File: config.mk
export PLATFORM = sky130hd
export DESIGN_NAME = disc_and_square_span_rasterizer
export DESIGN_NICKNAME = d
export VERILOG_FILES = /design/src/dssr_pkg.sv /design/src/disc_and_square_span_rasterizer.sv
export SDC_FILE = /design/constraint.sdc
export NUM_CORES = 2
export LEC_CHECK = 0
export ABC_AREA = 1
export BUFFER_PORTS_ARGS = -buffer_cell sky130_fd_sc_hd__buf_2
export CAP_MARGIN = 20
export CORE_MARGIN = 2
export CORE_UTILIZATION = 40
export DETAILED_ROUTE_END_ITERATION = 6
export GPL_ROUTABILITY_DRIVEN = 0
export SLEW_MARGIN = 10
export SYNTH_ARGS = -nofsm -noshare
export SYNTH_HDL_FRONTEND = slang
export SYNTH_SLANG_ARGS = --single-unit
File: constraint.sdc
create_clock -name clk -period 25.1 [get_ports clk]
set_input_delay 5.02 -clock clk [delete_from_list [all_inputs] [get_ports clk]]
set_output_delay 5.02 -clock clk [all_outputs]
set_load 0.01 [all_outputs]
File: src/dssr_pkg.sv
// ----------------------------------------------------------------------------
// dssr_pkg
// Shared constants and helpers for the disc and square span rasterizer:
// register indexes, reset values, datapath widths and the byte swap.
// ----------------------------------------------------------------------------
package dssr_pkg;

  // register indexes on the config port
  localparam logic [2:0] REG_VIEW_OFFSET_X   = 3'd0;
  localparam logic [2:0] REG_VIEW_OFFSET_Y   = 3'd1;
  localparam logic [2:0] REG_ZOOM_FACTOR     = 3'd2;
  localparam logic [2:0] REG_SCREEN_WIDTH    = 3'd3;
  localparam logic [2:0] REG_SCREEN_HEIGHT   = 3'd4;
  localparam logic [2:0] REG_ROW_PITCH_BYTES = 3'd5;
  localparam logic [2:0] REG_BYTE_ORDER      = 3'd6;

  // reset values
  localparam logic [15:0] RST_ZOOM_FACTOR     = 16'd256;
  localparam logic [12:0] RST_SCREEN_WIDTH    = 13'd640;
  localparam logic [12:0] RST_SCREEN_HEIGHT   = 13'd480;
  localparam logic [14:0] RST_ROW_PITCH_BYTES = 15'd2560;

  localparam int DEF_MAX_RADIUS = 32;

  // signed screen coordinate width, covers scaled world coords plus half screen
  localparam int CW = 27;

  // shared multiplier operand widths
  localparam int MUL_AW = 17;
  localparam int MUL_BW = 16;
  localparam int MUL_PW = MUL_AW + MUL_BW;

  // color as stored in memory for the chosen byte order
  function automatic logic [31:0] order_color(input logic swap, input logic [31:0] c);
    logic [31:0] w;
    w = swap ? {c[7:0], c[15:8], c[23:16], c[31:24]} : c;
    return w;
  endfunction

  // magnitude of a 17-bit signed sum, 65536 fits as unsigned
  function automatic logic [MUL_AW-1:0] mag17(input logic signed [MUL_AW-1:0] v);
    logic [MUL_AW-1:0] m;
    m = v[MUL_AW-1] ? MUL_AW'(-v) : MUL_AW'(v);
    return m;
  endfunction

endpackage

File: src/disc_and_square_span_rasterizer.sv
// ----------------------------------------------------------------------------
// disc_and_square_span_rasterizer
// Turns one draw command (filled disc or filled square) into row spans,
// top row first, each clipped to the screen with its framebuffer address.
// ----------------------------------------------------------------------------
//
//  channel  | handshake              | word
//  ---------+------------------------+-----------------------------------------
//  command  | in_valid / in_ready    | mode, center_x, center_y, extent, color
//  span     | out_valid / out_ready  | row_index, byte_address, first_column,
//           |                        | pixel_count, pixel_word, last
//  config   | cfg_we (no wait)       | cfg_index, cfg_data
//
// after a command is taken: setup states MX, MY, ME, H, HH and HQ; then for each
// row a row test, which alone handles a row off screen; a square row goes on to
// SPAN and ADDR, a disc row to SQI, the bit-pair square root loop, SPAN and ADDR
// (a row clipped empty skips the address step); then the end test and flush step
// all multiplies go through one 17x16 multiplier with a registered product
// reset is synchronous and active high; config comes back to its reset values
// a span is held one row back so last can be marked; a stalled span output
// holds the sequencer at the address or flush step, in_ready is high only when idle
//
module disc_and_square_span_rasterizer
  import dssr_pkg::*;
#(
  parameter int MAX_RADIUS = DEF_MAX_RADIUS
) (
  input  logic               clk,
  input  logic               rst,
  // config write port
  input  logic               cfg_we,
  input  logic [2:0]         cfg_index,
  input  logic [15:0]        cfg_data,
  // command channel
  input  logic               in_valid,
  output logic               in_ready,
  input  logic               mode,
  input  logic signed [15:0] center_x,
  input  logic signed [15:0] center_y,
  input  logic [15:0]        extent,
  input  logic [31:0]        color,
  // span channel
  output logic               out_valid,
  input  logic               out_ready,
  output logic [11:0]        row_index,
  output logic [25:0]        byte_address,
  output logic [11:0]        first_column,
  output logic [6:0]         pixel_count,
  output logic [31:0]        pixel_word,
  output logic               last
);

  // radius width, squared-radius width and first square root trial bit
  localparam int HW = $clog2(MAX_RADIUS + 1);
  localparam int VW = 2 * HW;
  localparam logic [VW-1:0] SQ_START = VW'(1) << (VW - 2);
  localparam logic [23:0] MAX_R24 = 24'(MAX_RADIUS);

  // sequencer states
  localparam logic [3:0] S_IDLE  = 4'd0;
  localparam logic [3:0] S_MX    = 4'd1;   // multiply x sum by zoom
  localparam logic [3:0] S_MY    = 4'd2;   // take cx, multiply y sum
  localparam logic [3:0] S_ME    = 4'd3;   // take cy, multiply extent
  localparam logic [3:0] S_H     = 4'd4;   // saturate the radius or half extent
  localparam logic [3:0] S_HH    = 4'd5;   // square h, set the first row
  localparam logic [3:0] S_HQ    = 4'd6;   // keep h*h
  localparam logic [3:0] S_ROW   = 4'd7;   // row test, square dy
  localparam logic [3:0] S_SQI   = 4'd8;   // root setup
  localparam logic [3:0] S_SQ    = 4'd9;   // one root bit pair per cycle
  localparam logic [3:0] S_SPAN  = 4'd10;  // columns, clip, row*pitch
  localparam logic [3:0] S_ADDR  = 4'd11;  // address, hand span on
  localparam logic [3:0] S_FLUSH = 4'd12;  // final span with last

  logic [3:0] state;

  // configuration
  logic signed [15:0] off_x, off_y;
  logic [15:0]        zoom;
  logic [12:0]        scr_w, scr_h;
  logic [14:0]        pitch;
  logic               swap_bytes;

  // command
  logic                     mode_q;
  logic signed [MUL_AW-1:0] sum_x, sum_y;
  logic [15:0]              ext_q;
  logic [31:0]              word_q;

  // geometry
  logic signed [CW-1:0] cx, cy, row;
  logic [HW-1:0]        h;
  logic [VW-1:0]        hh;

  // shared multiplier
  logic [MUL_AW-1:0] mul_a;
  logic [MUL_BW-1:0] mul_b;
  logic [MUL_PW-1:0] mul_q;
  logic              mul_ld;

  // square root
  logic [VW-1:0] v, res, sq_bit;
  logic [VW:0]   trial;

  // current span
  logic [12:0] lo_q;
  logic [6:0]  cnt_q;

  // span held back one row
  logic        pend_valid;
  logic [11:0] pend_row;
  logic [25:0] pend_addr;
  logic [11:0] pend_col;
  logic [6:0]  pend_cnt;

  // combinational helpers
  logic [24:0]          q_mag;
  logic signed [CW-1:0] q_pos, q_coord;
  logic signed [CW-1:0] half_w, half_h, h_ext, s_ext, row_end, dy, dy_abs;
  logic                 row_vis;
  logic [23:0]          scaled, half_sc;
  logic [HW-1:0]        h_sat;
  logic signed [CW-1:0] w_last, lo_raw, hi_raw, hi_disc, lo_c, hi_c, span_len;
  logic                 span_empty;
  logic [25:0]          new_addr;
  logic                 out_free;
  logic                 out_load;

  assign in_ready = (state == S_IDLE);
  assign out_free = !out_valid || out_ready;
  // held span moves into the output register
  assign out_load = pend_valid && out_free && (state == S_ADDR || state == S_FLUSH);

  // scaled coordinate: sign of the world sum applied to the truncated magnitude
  assign q_mag   = mul_q[32:8];
  assign q_pos   = $signed({2'b00, q_mag});
  assign half_w  = $signed({{(CW-12){1'b0}}, scr_w[12:1]});
  assign half_h  = $signed({{(CW-12){1'b0}}, scr_h[12:1]});
  always_comb begin
    if (state == S_MY) begin
      q_coord = sum_x[MUL_AW-1] ? -q_pos : q_pos;
    end else begin
      q_coord = sum_y[MUL_AW-1] ? -q_pos : q_pos;
    end
  end

  // radius (disc) or half extent (square), saturated at the radius bound
  assign scaled  = mul_q[31:8];
  assign half_sc = {1'b0, scaled[23:1]};
  always_comb begin
    if (!mode_q) begin
      h_sat = (scaled > MAX_R24) ? HW'(MAX_RADIUS) : scaled[HW-1:0];
    end else begin
      h_sat = (half_sc > MAX_R24) ? HW'(MAX_RADIUS) : half_sc[HW-1:0];
    end
  end

  assign h_ext   = $signed({{(CW-HW){1'b0}}, h});
  assign s_ext   = $signed({{(CW-VW){1'b0}}, res});
  assign row_end = cy + h_ext;
  assign dy      = row - cy;
  assign dy_abs  = dy[CW-1] ? -dy : dy;
  assign row_vis = !row[CW-1] && (row < $signed({{(CW-13){1'b0}}, scr_h}));

  assign trial = {1'b0, res} + {1'b0, sq_bit};

  // span columns and screen clip
  assign w_last  = $signed({{(CW-13){1'b0}}, scr_w}) - CW'(1);
  assign hi_disc = ((cx + s_ext) > (cx + h_ext - CW'(1))) ? (cx + h_ext - CW'(1))
                                                          : (cx + s_ext);
  assign lo_raw  = mode_q ? (cx - h_ext) : (cx - s_ext);
  assign hi_raw  = mode_q ? (cx + h_ext - CW'(1)) : hi_disc;
  assign lo_c    = lo_raw[CW-1] ? '0 : lo_raw;
  assign hi_c    = (hi_raw > w_last) ? w_last : hi_raw;
  assign span_empty = (lo_c > hi_c);
  assign span_len   = hi_c - lo_c + CW'(1);

  assign new_addr = mul_q[25:0] + {11'b0, lo_q, 2'b00};

  // multiplier operand select
  always_comb begin
    mul_a  = '0;
    mul_b  = '0;
    mul_ld = 1'b1;
    case (state)
      S_MX:    begin mul_a = mag17(sum_x);        mul_b = zoom; end
      S_MY:    begin mul_a = mag17(sum_y);        mul_b = zoom; end
      S_ME:    begin mul_a = {1'b0, ext_q};       mul_b = zoom; end
      S_HH:    begin mul_a = MUL_AW'(h);          mul_b = MUL_BW'(h); end
      S_ROW:   begin
        mul_a = MUL_AW'(dy_abs[HW-1:0]);
        mul_b = MUL_BW'(dy_abs[HW-1:0]);
      end
      S_SPAN:  begin mul_a = {4'b0, row[12:0]};   mul_b = {1'b0, pitch}; end
      default: mul_ld = 1'b0;
    endcase
  end

  always_ff @(posedge clk) begin
    if (mul_ld) begin
      mul_q <= mul_a * mul_b;
    end
  end

  // config registers
  always_ff @(posedge clk) begin
    if (rst) begin
      off_x      <= '0;
      off_y      <= '0;
      zoom       <= RST_ZOOM_FACTOR;
      scr_w      <= RST_SCREEN_WIDTH;
      scr_h      <= RST_SCREEN_HEIGHT;
      pitch      <= RST_ROW_PITCH_BYTES;
      swap_bytes <= 1'b0;
    end else if (cfg_we) begin
      case (cfg_index)
        REG_VIEW_OFFSET_X:   off_x      <= $signed(cfg_data);
        REG_VIEW_OFFSET_Y:   off_y      <= $signed(cfg_data);
        REG_ZOOM_FACTOR:     zoom       <= cfg_data;
        REG_SCREEN_WIDTH:    scr_w      <= cfg_data[12:0];
        REG_SCREEN_HEIGHT:   scr_h      <= cfg_data[12:0];
        REG_ROW_PITCH_BYTES: pitch      <= cfg_data[14:0];
        REG_BYTE_ORDER:      swap_bytes <= cfg_data[0];
        default: ;
      endcase
    end
  end

  // output valid: set on a load, cleared when the consumer drains it
  always_ff @(posedge clk) begin
    if (rst) begin
      out_valid <= 1'b0;
    end else if (out_load) begin
      out_valid <= 1'b1;
    end else if (out_ready) begin
      out_valid <= 1'b0;
    end
  end

  // sequencer, datapath and output register
  always_ff @(posedge clk) begin
    if (rst) begin
      state      <= S_IDLE;
      pend_valid <= 1'b0;
    end else begin
      case (state)
        S_IDLE: begin
          if (in_valid) begin
            mode_q <= mode;
            sum_x  <= MUL_AW'(off_x) + MUL_AW'(center_x);
            sum_y  <= MUL_AW'(off_y) + MUL_AW'(center_y);
            ext_q  <= extent;
            word_q <= order_color(swap_bytes, color);
            state  <= S_MX;
          end
        end
        S_MX: state <= S_MY;
        S_MY: begin
          cx    <= q_coord + half_w;
          state <= S_ME;
        end
        S_ME: begin
          cy    <= q_coord + half_h;
          state <= S_H;
        end
        S_H: begin
          h     <= h_sat;
          state <= S_HH;
        end
        S_HH: begin
          row   <= cy - h_ext;
          state <= S_HQ;
        end
        S_HQ: begin
          hh    <= mul_q[VW-1:0];
          state <= S_ROW;
        end
        S_ROW: begin
          if (row >= row_end) begin
            state <= S_FLUSH;
          end else if (!row_vis) begin
            row <= row + CW'(1);
          end else if (mode_q) begin
            state <= S_SPAN;
          end else begin
            state <= S_SQI;
          end
        end
        S_SQI: begin
          // dy*dy never exceeds h*h inside the row range
          v      <= hh - mul_q[VW-1:0];
          res    <= '0;
          sq_bit <= SQ_START;
          state  <= S_SQ;
        end
        S_SQ: begin
          if ({1'b0, v} >= trial) begin
            v   <= v - trial[VW-1:0];
            res <= (res >> 1) + sq_bit;
          end else begin
            res <= res >> 1;
          end
          sq_bit <= sq_bit >> 2;
          if (sq_bit == VW'(1)) begin
            state <= S_SPAN;
          end
        end
        S_SPAN: begin
          if (span_empty) begin
            row   <= row + CW'(1);
            state <= S_ROW;
          end else begin
            lo_q  <= lo_c[12:0];
            cnt_q <= span_len[6:0];
            state <= S_ADDR;
          end
        end
        S_ADDR: begin
          if (!pend_valid || out_free) begin
            if (pend_valid) begin
              row_index    <= pend_row;
              byte_address <= pend_addr;
              first_column <= pend_col;
              pixel_count  <= pend_cnt;
              pixel_word   <= word_q;
              last         <= 1'b0;
            end
            pend_valid <= 1'b1;
            pend_row   <= row[11:0];
            pend_addr  <= new_addr;
            pend_col   <= lo_q[11:0];
            pend_cnt   <= cnt_q;
            row        <= row + CW'(1);
            state      <= S_ROW;
          end
        end
        S_FLUSH: begin
          if (!pend_valid) begin
            state <= S_IDLE;
          end else if (out_free) begin
            row_index    <= pend_row;
            byte_address <= pend_addr;
            first_column <= pend_col;
            pixel_count  <= pend_cnt;
            pixel_word   <= word_q;
            last         <= 1'b1;
            pend_valid   <= 1'b0;
            state        <= S_IDLE;
          end
        end
        default: state <= S_IDLE;
      endcase
    end
  end

  // no span may be left behind once a command is done
  a_idle_no_pend: assert property (@(posedge clk) disable iff (rst)
    (state == S_IDLE) |-> !pend_valid)
    else $error("held span left over at idle");

  // flushing the final span ends the command and marks it last
  a_flush_last: assert property (@(posedge clk) disable iff (rst)
    (state == S_FLUSH && pend_valid && out_free) |=> (state == S_IDLE && out_valid && last))
    else $error("final span not marked last");

  // a span covers at least one and at most a full diameter of pixels
  a_span_count: assert property (@(posedge clk) disable iff (rst)
    out_valid |-> (pixel_count != 7'd0 && pixel_count <= 7'(2 * MAX_RADIUS)))
    else $error("span pixel count out of range");

  // the root of h*h - dy*dy never exceeds h
  a_root_bound: assert property (@(posedge clk) disable iff (rst)
    (state == S_SPAN && !mode_q) |-> (res <= VW'(h)))
    else $error("square root above radius");

endmodule

==> impl_metrics.ini <==
[setup_path]
required_ns = 25.37
crit_top_cell = nand2_1
path_max_fanout = 27
r2r_setup_slack_ns = 13.95
cp_slowest_cell = nor2_2
critPathCaptureType = flip-flop
arrival_ns = 11.42
worstSetupStartpoint = h[1]
criticalPathCategory = flip-flop to flip-flop
cpPeakStageDelay_ns = 0.78
reg2reg_from = h[1]
start_kind = flip-flop

[die]
start_util = 0.402
io_pins = 197
core-area_um2 = 103000
dieArea_um2 = 107000
die_w_um = 326
die_h_um = 326
rows = 118

[routing]
drt_iter0_markers = 2413
wirelength_um = 114000
drc_errors = 0
num_vias = 32800
vias_per_cell = 5.16
first_pass_iters = 5
antenna_left = 0
wl_per_cell_um = 18.0

[clock_tree]
h-tree-depth = 2
ctsRootBufferMaster = clkbuf_16
cts_setup_buffers = 0
clockBufferDepth = 3
numClockSinks = 508
cts_buffers = 57
postCtsResizedCells = 0
path_clk_slew_ns = 0.06
cts_hold_buf = 0
cts_tree = done
clock_latency_ns = 0.67

[logic_synthesis]
synthTopCellsByArea = edfxtp_1, ha_1, fa_1
synthesis.nets = 5528
syn_avg_cell_area_um2 = 8.78
ys_seq_area_frac = 0.344
synth_edf_count = 412
synth-seq-cells = 508
asyncSetResetFlopFracSynth = 0
synthFlopType = edfxtp_1
synthCells = 4738
synth_most_common_cell = nand2_1
synth_cell_types = 68
ys_warn_count = 0
netlist.area_leader.share = 0.297
yosys.area.top_type = edfxtp_1
synth_common_cells = nand2_1, inv_1, ha_1, nor2_1, edfxtp_1
syn-cell-area_um2 = 41600

[timing]
worst_pin_slew_ns = 1.10
period_needed_ns = 11.15
hold_viol = 0
slew_viol_final = 0
period_share = 0.444
final.setup_skew_ns = 0.0693
clock.fmax_ghz = 0.0897
setup_tns_ns = 0
setup_viol = 0
rsz0062_at_grt = no
relSlewSlack = 0.265

[global_route]
grt_pass1_vias = 32500
grt_antenna_before_repair = 7
grt_pass1_wl_um = 180000
grt_overflow = 0
grt_max_degree = 92
globalRouteTotalUtil = 0.214

[hold_path]
min-delay-start = pend_row[11]
min_path_type = flip-flop to flip-flop

[pwr]
pwr_density_cell_nw_per_um2 = 59.7
vdd_drop_max_mv = 0.0615
p_leak_uw = 0.0213
finalPower_uw = 2760

[placement]
place_area_um2 = 44200
port_buffers = 196
dp_hpwl_um = 91200

[layout]
area_delta_synth_final_pct = 11.3
nets = 5719
drive_gt1_frac = 0.0854
final_area_um2 = 46300
fillers = 10200

[flow_run]
maxCapViolCount = 0

[run_status]
status = complete, no violations
==> power by group <==
| part | leakage (uW) | switching, uW | total (uW) | internal [uW] |
|---|---|---|---|---|
| Clock | 0.000951 | 367 | 883 | 516 |
| Sequential | 0.00454 | 53.4 | 1030 | 980 |
| Combinational | 0.0158 | 547 | 846 | 299 |
| Total | 0.0213 | 967 | 2760 | 1790 |
==> registers in the layout (all words and copies together), names as in the netlist, 15 cells and up <==
| signal | cells |
|---|---|
| zoom | 16 |
| pitch | 15 |
| pend_addr | 26 |
| sum_x | 17 |
| cy | 27 |
| sum_y | 17 |
| word_q | 32 |
| row | 27 |
| mul_q | 33 |
| off_y | 16 |
| ext_q | 16 |
| off_x | 16 |
| byte_address | 26 |
| pixel_word | 32 |
| cx | 27 |
==> through the flow <==
step,setup WS (ns),instances,hold slack [ns],utilization
2_1_floorplan,12.35,4738,0.400,-
3_3_place_gp,14.29,6247,0.400,0.428
3_5_place_dp,14.03,6247,0.405,0.428
4_1_cts,13.96,6354,0.359,0.447
5_1_grt,12.91,6359,0.373,0.448
6_report,13.95,6360,0.370,0.448
==> layout by cell type, fill, tap and decap left out, types with 196 or more instances in the layout <==
cell type | netlist | final
fa_1 | 222 | 222
edfxtp_1 | 412 | 412
a21oi_1 | 313 | 312
ha_1 | 463 | 463
nor2_1 | 432 | 426
o21ai_0 | 304 | 304
buf_2 | 16 | 196
nand2_1 | 779 | 779
inv_1 | 773 | 772
xor2_1 | 242 | 242
==> cell type report <==
cell class              instances  area, um^2  share of cell area
diodes                          3        7.51            0.000162
clock buffers                  66        1470              0.0318
clock inverters                41         519              0.0112
inverters                     790        2970              0.0641
multi-input cells            3341       24000               0.519
flip-flops and latches        508       14300               0.309
well taps                    1380        1730              0.0373
repair buffers                231        1270              0.0275
==> worst max-delay path: cells and delay by family (launching register included) <==
family | cells | cell delay, ns
AO/OA/AOI/OAI | 25 | 4.03
XOR/XNOR | 1 | 0.22
adder cells (fa/ha/maj) | 6 | 1.70
buffers and inverters | 7 | 1.42
flip-flops | 1 | 0.47
AND/OR/NAND/NOR | 21 | 2.87
==> metal layers <==
layer  track usage  share of wire  vias up
li1              -              -    16000
met3        0.0247          0.057      178
met5             0              0        -
met4        0.0620          0.029        0
met1         0.287           0.44    15600
met2         0.362           0.47      946
==> cells by family after synthesis <==
kind of cell	count (synthesis)	share of synthesized area
AND/OR/NAND/NOR	1535	0.155
flip-flops	508	0.344
multiplexers	1	0.000241
XOR/XNOR	306	0.0646
AO/OA/AOI/OAI	814	0.109
adder cells (fa/ha/maj)	685	0.246
buffers and inverters	889	0.0814
==> path summary, 6_finish.rpt <==
check,end,cells past startpoint
worst min register to register,row_index[11],0
worst max-delay path,lo_q[9],60
worst max register to register,lo_q[9],60
worst min-delay path,row_index[11],0
Note: power is estimated with default switching activity, not from simulation.
